File: config.mk
export PLATFORM = sky130hd
export DESIGN_NAME = npm_ctrl
export DESIGN_NICKNAME = d
export VERILOG_FILES = /design/src/hdl/nearest_peak_match_purge_assert.svh /design/src/hdl/npm_pkg.sv /design/src/hdl/npm_ctrl.sv
export SDC_FILE = /design/constraint.sdc
export NUM_CORES = 1
export LEC_CHECK = 0
export BUFFER_PORTS_ARGS = -buffer_cell sky130_fd_sc_hd__buf_2
export CAP_MARGIN = 10
export CORE_AREA = 2 2 39 41
export CTS_BUF_LIST = sky130_fd_sc_hd__clkbuf_8
export DETAILED_ROUTE_END_ITERATION = 10
export DIE_AREA = 0 0 41 43
export PLACE_DENSITY = 0.51
export SLEW_MARGIN = 20
export SYNTH_ARGS = -nofsm -noshare
export SYNTH_HDL_FRONTEND = slang
export SYNTH_SLANG_ARGS = --single-unit
File: constraint.sdc
create_clock -name clk_i -period 2.8 [get_ports clk_i]
set_input_delay 0.14 -clock clk_i [delete_from_list [all_inputs] [get_ports clk_i]]
set_output_delay 0.14 -clock clk_i [all_outputs]
set_load 0.01 [all_outputs]
File: src/hdl/nearest_peak_match_purge_assert.svh
// assertion macros used by npm_dp.sv
`ifndef NEAREST_PEAK_MATCH_PURGE_ASSERT_SVH
`define NEAREST_PEAK_MATCH_PURGE_ASSERT_SVH

`ifndef SYNTHESIS
// checked only while out of reset
`define NPM_ASSERT(lbl, clk, rst_n, prop, msg) \
  lbl: assert property (@(posedge clk) disable iff (!rst_n) prop) else $error(msg);
// checked at every edge, reset included
`define NPM_ASSERT_RST(lbl, clk, prop, msg) \
  lbl: assert property (@(posedge clk) prop) else $error(msg);
`else
`define NPM_ASSERT(lbl, clk, rst_n, prop, msg)
`define NPM_ASSERT_RST(lbl, clk, prop, msg)
`endif

`endif

File: src/hdl/npm_pkg.sv
`default_nettype none

package npm_pkg;

  // sizes fixed by the transaction fields
  localparam int unsigned MAX_PEAKS_DEF    = 1024;
  localparam int unsigned PIXEL_INDEX_BITS = 24;
  localparam int unsigned WIDTH_BITS       = 13;
  localparam int unsigned COL_BITS         = 12;
  localparam int unsigned THR_BITS         = 49;
  localparam int unsigned DIST_BITS        = 50;
  localparam int unsigned SLOT_OUT_BITS    = 10;
  localparam int unsigned SQ_BITS          = 2 * PIXEL_INDEX_BITS + 1;
  localparam int unsigned CFG_IDX_BITS     = 2;
  localparam int unsigned CFG_DATA_BITS    = 49;

  // configuration register indexes
  localparam logic [CFG_IDX_BITS-1:0] CFG_IMAGE_WIDTH = 2'd0;
  localparam logic [CFG_IDX_BITS-1:0] CFG_MATCH_THR   = 2'd1;

  // image width limits and reset value
  localparam logic [WIDTH_BITS-1:0] WIDTH_RESET = 13'd64;
  localparam logic [WIDTH_BITS-1:0] WIDTH_MAX   = 13'd4096;
  localparam logic [WIDTH_BITS-1:0] WIDTH_MIN   = 13'd1;

  // item kinds
  localparam logic [1:0] KIND_LOAD  = 2'd0;
  localparam logic [1:0] KIND_QUERY = 2'd1;
  localparam logic [1:0] KIND_CLEAR = 2'd2;

  typedef struct packed {
    logic [1:0]                  kind;
    logic [PIXEL_INDEX_BITS-1:0] pixel_index;
    logic                        entry_valid;
  } npm_in_t;

  typedef struct packed {
    logic                     matched;
    logic [SLOT_OUT_BITS-1:0] slot;
    logic [DIST_BITS-1:0]     distance_sq;
    logic                     table_full;
  } npm_out_t;

  typedef enum logic [2:0] {
    ST_IDLE,
    ST_DIVIDE,
    ST_SCAN,
    ST_DRAIN,
    ST_RESULT
  } npm_state_e;

  // controller to datapath
  typedef struct packed {
    logic accept;
    logic div_start;
    logic scan_start;
    logic scan_step;
    logic emit;
  } npm_cmd_t;

  // datapath to controller
  typedef struct packed {
    logic div_done;
    logic is_query;
    logic table_empty;
    logic scan_last;
    logic pipe_empty;
    logic out_free;
  } npm_stat_t;

endpackage

`default_nettype wire

File: src/hdl/npm_ctrl.sv
`default_nettype none

module npm_ctrl (
  input  logic               clk_i,
  input  logic               rst_ni,
  input  logic               in_valid_i,
  input  logic [1:0]         in_kind_i,
  output logic               in_stall_o,
  input  npm_pkg::npm_stat_t stat_i,
  output npm_pkg::npm_cmd_t  cmd_o
);
  import npm_pkg::*;

  npm_state_e state_q, state_d;

  // state register
  always_ff @(posedge clk_i or negedge rst_ni) begin
    if (!rst_ni) begin
      state_q <= ST_IDLE;
    end else begin
      state_q <= state_d;
    end
  end

  // next state and commands
  always_comb begin
    state_d    = state_q;
    cmd_o      = '0;
    in_stall_o = 1'b1;
    case (state_q)
      ST_IDLE: begin
        in_stall_o = 1'b0;
        if (in_valid_i) begin
          cmd_o.accept = 1'b1;
          if ((in_kind_i == KIND_LOAD) || (in_kind_i == KIND_QUERY)) begin
            cmd_o.div_start = 1'b1;
            state_d         = ST_DIVIDE;
          end else begin
            state_d = ST_RESULT;
          end
        end
      end
      ST_DIVIDE: begin
        if (stat_i.div_done) begin
          if (stat_i.is_query) begin
            cmd_o.scan_start = 1'b1;
            state_d          = stat_i.table_empty ? ST_DRAIN : ST_SCAN;
          end else begin
            state_d = ST_RESULT;
          end
        end
      end
      ST_SCAN: begin
        cmd_o.scan_step = 1'b1;
        if (stat_i.scan_last) begin
          state_d = ST_DRAIN;
        end
      end
      ST_DRAIN: begin
        if (stat_i.pipe_empty) begin
          state_d = ST_RESULT;
        end
      end
      ST_RESULT: begin
        if (stat_i.out_free) begin
          cmd_o.emit = 1'b1;
          state_d    = ST_IDLE;
        end
      end
      default: begin
        state_d = ST_IDLE;
      end
    endcase
  end

endmodule

`default_nettype wire

Word-level counts from Yosys, hierarchy flattened
Cells that the tools add are included.
Widths: inputs -> output; s select.
- register bits after elaboration: 3
- input bits: 11
- output and inout port bits: 6
- word-level logic and storage cells: 34
- equality and inequality tests: 10
- muxes and demuxes: 19
- reductions and logical operators: 4
- operators by type and width (cell ; count):
    $mux 3 ; 7
    $pmux 3 s5 ; 1
    $ne 2x2->1 const B ; 5
    $mux 1 ; 9
    $eq 3x2->1 const B ; 2
    $reduce_and 5->1 ; 1
    $mux 2 ; 2
    $eq 3x1->1 const B ; 1
    $eq 3x3->1 const B ; 1
    $logic_not 3->1 ; 1
    $eq 2x1->1 const B ; 1
    $logic_not 2->1 ; 1
    $logic_or 1x1->1 ; 1

Depth between registers and ports, before layout
Gate-level depths: netlist (run 1).
- depth in word-level cells: 5
- mapped depth: 4
- mapped depth without buffers: 3

Worst setup path after synthesis (run 1)
No wires, ideal clock.
- kind: register -> output
- start: register state_q[0]
- end: output cmd_o[3] in the netlist's numbering
- arrival: 1.074 ns
- required time: 2.660 ns
- path slack: 1.586 ns
- cell stages (with the launch flop): 4
- path buffers: 1
- path through: dfrtp_1 -> buf_6 -> or3_4 -> nor3_2
- RTL lines (item ; line ; RTL):
    from (decl) ; npm_ctrl.sv:14 ; npm_state_e state_q, state_d;
    from (signal assigned) ; npm_ctrl.sv:21 ; state_q <= state_d;
    to (decl) ; npm_ctrl.sv:10 ; output npm_pkg::npm_cmd_t cmd_o

==> metrics, run 1 <==
run status completed; unrepaired setup endpoints after global routing no; worst reg2reg startpoint state_q[1]$_DFFE_PN0P_; synth-to-layout area growth 43.1%; endpoints failing setup 0; CTS H-Tree Depth 1; Fmax achieved around 660 MHz; floorplan row count 14; hold-fix buffers at CTS 1; biggest area contributors in the synthesized netlist sky130_fd_sc_hd__dfrtp_1 28%, sky130_fd_sc_hd__buf_6 12%, sky130_fd_sc_hd__nand2_1 6.9%; Post-DP HPWL 423 µm; Worst setup SP type flip-flop; areal power density over the cells slightly above 1000 mW/mm²; largest net degree at the start of global routing 11; boundary pin count 17; Synth Area in Adders 0%; total of buffers placed on input and output ports 15; cells resized by post-CTS repair 0; Die Width slightly above 40 µm; gr usage total 8.27%; gate family responsible for the most delay along the worst path simple AND/OR/NAND/NOR gates; syn nets 41; instance count on the critical path 3; clock tree buffer depth 2; Async S/R FF share, synth 100%; initial antenna violation count 0; DRC violation count after routing 0; Top reg by flops state_q; clock root cell sky130_fd_sc_hd__clkbuf_8; standard cell with the maximum stage delay on the critical path sky130_fd_sc_hd__dfrtp_1; post-synthesis mux area share 5.56%; Req. time, crit path between 2 and 3 ns; prevailing post-synth register cell sky130_fd_sc_hd__dfrtp_1; min cycle time layout around 1.5 ns; Cell Chain, Critical Path or3_4, nor3_2, buf_2; Starting Density 19.5%; final max-slew violation count 0; largest family of logic cells by synthesized area simple AND/OR/NAND/NOR gates; number of enable-type register cells in the synthesized netlist 0; slack of the worst reg-to-reg path 1.68 ns; final-layout worst hold slack 0.237 ns; clock edge transition at the registers on the reported setup and hold paths 0.03 ns; worst path buffer plus inverter count 1; fraction of power spent switching nets 37.1%; Die Ht about 43 µm; cell-internal power 245 µW; sequential share of the synthesized area between 20% and 30%; peak supply drop 0.000264 V; Routability Congestion 0.650; flip-flop and latch count after synthesis 3; synth unique cells 19; grt total ovfl 0; library cell with the largest summed area after synthesis sky130_fd_sc_hd__dfrtp_1; Setup WS post-layout between 1 and 1.5 ns; # clock sinks 3; xor-xnor portion of the synthesized cell area 0%; post-synthesis simple-gate area fraction 31.5%; endpoint class of the critical path output port; number of warnings printed during yosys synthesis 0; 1st-pass router iterations 2; Compound-Gate Fraction of Synth Area 19.9%; total negative slack 0 ns; violation count after the first detailed-route iteration 3; post-layout instance area slightly below 400 µm²; total inserted antenna cells 0; post-detailed-route wirelength per cell slightly below 9 µm; area fraction of the dominant cell type after synthesis 27.8%; clock share of power between 30% and 40%; crit-path max cell delay 0.49 ns; number of global-route vias before repair 235; fraction of layout cells with a size suffix above 1 48.9%; relative slew slack 76.9%; detailed-route via count 263; total number of nets in the final design 59; number of instances in the synthesized netlist 30; worst hold path type input port to flip-flop; number of buffers inserted during clock tree synthesis 3; commonest cells in the netlist 5 x sky130_fd_sc_hd__nand2_1, 3 x sky130_fd_sc_hd__buf_6, 3 x sky130_fd_sc_hd__dfrtp_1, 3 x sky130_fd_sc_hd__nor2_1, 2 x sky130_fd_sc_hd__inv_1; area enclosed by the die boundary 0.00176 mm²; core outline area 0.00138 mm²; Hold Violations, Final 0; share of total power in sequential cells between 20% and 30%; number of violations of the max-capacitance limit 0; worst endpoint data arrival time 1.38 ns; Clock Skew approximately 0.0011 ns; net switching power 144 µW; combinational power share 40.0%; final WL roughly 560 µm; latest clock arrival within the worst-skew pair 0.21 ns; category of the most critical setup path flip-flop to output port; Reg-to-Reg End state_q[0]$_DFFE_PN0P_; total setup buffers inserted after CTS 0; transition at the pin with the smallest max-transition slack around 0.35 ns; Vias per Instance 4.17; Post-Place Setup Slack 1.51 ns; instance area at placement 332 µm²; registers with the most flip-flops state_q (3); core utilization of the finished layout 27.9%; depth of the most critical reg-to-reg path 3; final cycle utilization of the critical path 54.3%; first-pass GRT wire length 952 µm; netlist area before placement 270 µm²; standby leakage power about 0.0002 µW; Detail Route Antenna Nets 0; worst hold stages 4; maximum fanout along the worst path 10; crit path from state_q[1]$_DFFE_PN0P_; average cell area after synthesis 9.01 µm²; dominant cell by count in the synthesized netlist sky130_fd_sc_hd__nand2_1; clock tree from TritonCTS done; last element of the critical path cmd_o[3]; number of flip-flops in the largest register 3
area by class of cell:
type                       count  area [µm²]
inverter                       2        7.51
fill                         160         997
sequential                     3        75.1
tap                           16        20.0
clock buffer                   3        41.3
clock inverter                 1        3.75
multi-input combinational     22         154
timing repair buffer          16        85.1
power groups by stage:
stage	clock network (µW)	logic (µW)	registers, µW
after floorplan	0	186	71.1
after global routing	127	171	121
after detailed placement	0	156	114
final	119	156	114
after global placement	0	155	116
after CTS	123	158	113
worst min path at each step:
stage / start / end / slack [ns]
after global routing: stat_i[1] / state_q[1]$_DFFE_PN0P_ / 0.26
after floorplan: rst_ni / state_q[0]$_DFFE_PN0P_ / -0.16
after detailed placement: rst_ni / state_q[1]$_DFFE_PN0P_ / -0.06
after global placement: rst_ni / state_q[1]$_DFFE_PN0P_ / -0.06
final: stat_i[1] / state_q[1]$_DFFE_PN0P_ / 0.24
after CTS: stat_i[1] / state_q[1]$_DFFE_PN0P_ / 0.24
through the flow:
stage | instances | power, µW
global placement | 58 | 270
detailed placement | 58 | 270
floorplan | 30 | 257
CTS | 63 | 394
global route | 63 | 419
finish | 63 | 389
cells by family after synthesis:
logic type             after synthesis
AND/OR/NAND/NOR                     15
AO/OA/AOI/OAI                        6
flip-flops                           3
multiplexers                         1
buffers and inverters                5
worst reg2reg max path, stage by stage (launching register included):
cell                       delay (ns)
sky130_fd_sc_hd__dfrtp_1         0.54
sky130_fd_sc_hd__nor2b_2         0.10
sky130_fd_sc_hd__a22o_1          0.19
sky130_fd_sc_hd__a211oi_1        0.21
per-layer routing:
metal | global-route usage [%] | part of all wire (%)
met5 | 0 | 0
met4 | 6.00 | 0.89
met3 | 3.66 | 12
met2 | 9.38 | 41
met1 | 11.7 | 46
layout by cell type (no fill, tap or decap):
cell type,count
sky130_fd_sc_hd__nor3b_1,1
sky130_fd_sc_hd__inv_1,3
sky130_fd_sc_hd__mux2_4,1
sky130_fd_sc_hd__nor2b_2,1
sky130_fd_sc_hd__or3_4,1
sky130_fd_sc_hd__a221oi_1,1
sky130_fd_sc_hd__nor3_2,1
sky130_fd_sc_hd__or2b_1,1
sky130_fd_sc_hd__a22oi_1,1
sky130_fd_sc_hd__dfrtp_1,3
sky130_fd_sc_hd__o32ai_2,1
sky130_fd_sc_hd__a22o_1,1
sky130_fd_sc_hd__dlygate4sd3_1,1
sky130_fd_sc_hd__nand3_1,1
sky130_fd_sc_hd__nand2_1,5
sky130_fd_sc_hd__clkbuf_8,3
sky130_fd_sc_hd__buf_2,15
sky130_fd_sc_hd__nor2_1,3
sky130_fd_sc_hd__nor3_1,1
sky130_fd_sc_hd__a21oi_1,1
sky130_fd_sc_hd__a211oi_1,1
Power figures use the tool's default switching activity.
==> inputs of run 2 (changes only) <==
clock period = 1.4 ns   (was 2.8 ns; I/O delays follow)
==> run 2 against run 1 <==
- non-clock buffer count rose by 5
- worst setup slack got worse by 1.2 ns
- clock power rose by 110%
- total power rose by 130%
- utilization rose by 3.3 points
- routed wire length rose by 20%
- first-iteration DRC count did not move
- register-to-register slack got worse by 1.5 ns
- hold slack got worse by 0.076 ns
- via count rose by 9.1%
- global-route usage rose by 1.0 points
- critical path type unchanged
- largest cell class unchanged
==> metrics, run 2 (synthesized netlist as in run 1, its figures left out) <==
run status completed; area enclosed by the die boundary 0.00176 mm² (unchanged); category of the most critical setup path flip-flop to output port; Clock Skew 0.00290 ns (+0.00185 ns); endpoint class of the critical path output port; worst path buffer plus inverter count 1 (unchanged); Vias per Instance 4.22 (+1.1%); number of flip-flops in the largest register 3 (unchanged); 1st-pass router iterations 2 (unchanged); most common cell after layout, fill and taps aside sky130_fd_sc_hd__buf_2; grt total ovfl 0 (unchanged); final cycle utilization of the critical path between 90 and 100%; total negative slack 0 ns (unchanged); Detail Route Antenna Nets 0 (unchanged); crit-path max cell delay 0.45 ns (-0.04 ns); clock edge transition at the registers on the reported setup and hold paths 0.03 ns (about the same); Die Ht 43 µm (unchanged); standard cell with the maximum stage delay on the critical path sky130_fd_sc_hd__dfrtp_2; cell-internal power 586 µW (+140%); peak supply drop 0.000574 V (+120%); Hold Violations, Final 0 (unchanged); floorplan row count 14 (unchanged); combinational power share 53.2% (+13 points); maximum fanout along the worst path 8 (-2); fraction of layout cells with a size suffix above 1 57.7% (+8.8 points); Routability Congestion 0.659 (+1.4%); standby leakage power 0.000228 µW (+14%); post-detailed-route wirelength per cell 9.93 µm (+11%); largest net degree at the start of global routing 9 (-2); clock tree buffer depth 2 (unchanged); boundary pin count 17 (unchanged); endpoints failing setup 0 (unchanged); total of buffers placed on input and output ports 15 (unchanged); Starting Density 19.5% (unchanged); fraction of power spent switching nets 35.6% (-1.5 points); clock root cell sky130_fd_sc_hd__clkbuf_8; number of buffers inserted during clock tree synthesis 3 (unchanged); final max-slew violation count 0 (unchanged); Cell Chain, Critical Path or3_4, nor3_2, buf_2; CTS H-Tree Depth 1 (unchanged); relative slew slack 83.1% (+6.2 points); Post-DP HPWL 446 µm (+5.4%); # clock sinks 3 (unchanged); core outline area 0.00138 mm² (unchanged); transition at the pin with the smallest max-transition slack 0.254 ns (-0.0931 ns); share of total power in sequential cells 19.4% (-9.9 points); min cycle time layout ~1.3 ns; synth-to-layout area growth 59.7%; violation count after the first detailed-route iteration 3 (unchanged); clock tree from TritonCTS done; first-pass GRT wire length 1.03 mm (+8.0%); gate family responsible for the most delay along the worst path simple AND/OR/NAND/NOR gates; FILL cells 158 (-1.3%); areal power density over the cells 2110 mW/mm² (+110%); worst hold path type input port to flip-flop; registers with the most flip-flops state_q (3); latest clock arrival within the worst-skew pair 0.22 ns (about the same); initial antenna violation count 0 (unchanged); Req. time, crit path 1.33 ns (-1.33 ns); total inserted antenna cells 0 (unchanged); gr usage total 9.26% (+1.0 points); Top reg by flops state_q; clock share of power 27.4% (-3.3 points); total power 909 µW (+130%); number of violations of the max-capacitance limit 0 (unchanged); number of global-route vias before repair 274 (+17%); commonest cells after routing, fill and taps aside 15 x sky130_fd_sc_hd__buf_2, 5 x sky130_fd_sc_hd__nand2_1, 5 x sky130_fd_sc_hd__buf_4; total number of nets in the final design 64 (+8.5%); detailed-route via count 287 (+9.1%); final WL 675 µm (+20%); unrepaired setup endpoints after global routing yes; Fmax achieved 745 MHz; worst endpoint data arrival time 1.27 ns (-0.11 ns); DRC violation count after routing 0 (unchanged); Die Width 41 µm (unchanged); net switching power 324 µW (+120%); Worst setup SP type flip-flop; slack of the worst reg-to-reg path 0.20 ns (-1.48 ns)
run 2: tightest hold or removal path, delay by kind of cell:
kind,cells,cell delay (ns)
AO/OA/AOI/OAI,1,0.06
buffers and inverters,1,0.10
AND/OR/NAND/NOR,2,0.10
run 2: power groups by stage:
| stage | clock, µW | combinational, µW | sequential, µW |
|---|---|---|---|
| 2_1_floorplan | 0 | 372 | 142 |
| 3_3_place_gp | 0 | 358 | 204 |
| 3_5_place_dp | 0 | 359 | 201 |
| 4_1_cts | 258 | 478 | 176 |
| 5_1_grt | 259 | 529 | 181 |
| 6_report | 249 | 484 | 177 |
run 2: repair_timing:
action,in CTS,in global routing
endpoints found under the setup margin,2,3
hold endpoints to repair,3,0
gates resized for setup,1,2
cloned,0,0
hold buffers,1,0
setup buffers,4,0
run 2: routing by layer:
layer  GRT usage (%)  wire length, µm  vias up
met3            3.66               57        0
met2            13.4              338       10
met4            8.00                0        0
met1            9.74              280      129
li1                -                -      148
met5               0                0        -
run 2: worst paths after layout:
path	start	to	cells past startpoint
min in group asynchronous	rst_ni	state_q[0]$_DFFE_PN0P_	2
max in group asynchronous	rst_ni	state_q[1]$_DFFE_PN0P_	2
hold reg to reg	state_q[2]$_DFFE_PN0P_	state_q[1]$_DFFE_PN0P_	1
hold / removal	stat_i[1]	state_q[1]$_DFFE_PN0P_	4
setup / recovery	state_q[2]$_DFFE_PN0P_	cmd_o[3]	3
setup reg to reg	state_q[1]$_DFFE_PN0P_	state_q[0]$_DFFE_PN0P_	4
run 2: final cells by class:
class | count | area, µm² | area share [%]
flip-flops and latches | 3 | 77.6 | 18.0
inverters | 2 | 7.51 | 1.74
clock buffers | 3 | 41.3 | 9.57
multi-input cells | 22 | 159 | 36.8
repair buffers | 21 | 123 | 28.4
clock inverters | 1 | 3.75 | 0.870
well taps | 16 | 20.0 | 4.64
run 2: stage by stage:
stage	hold slack [ns]	instances	instance area (µm²)	setup slack [ns]	util (%)
after global routing	0.182	68	432	-0.0160	31.2
after detailed placement	-0.133	59	339	0.178	24.5
after global placement	-0.132	59	339	0.171	24.5
after CTS	0.159	68	425	0.00570	30.7
after floorplan	-0.226	30	270	0.256	-
final	0.161	68	432	0.0582	31.2
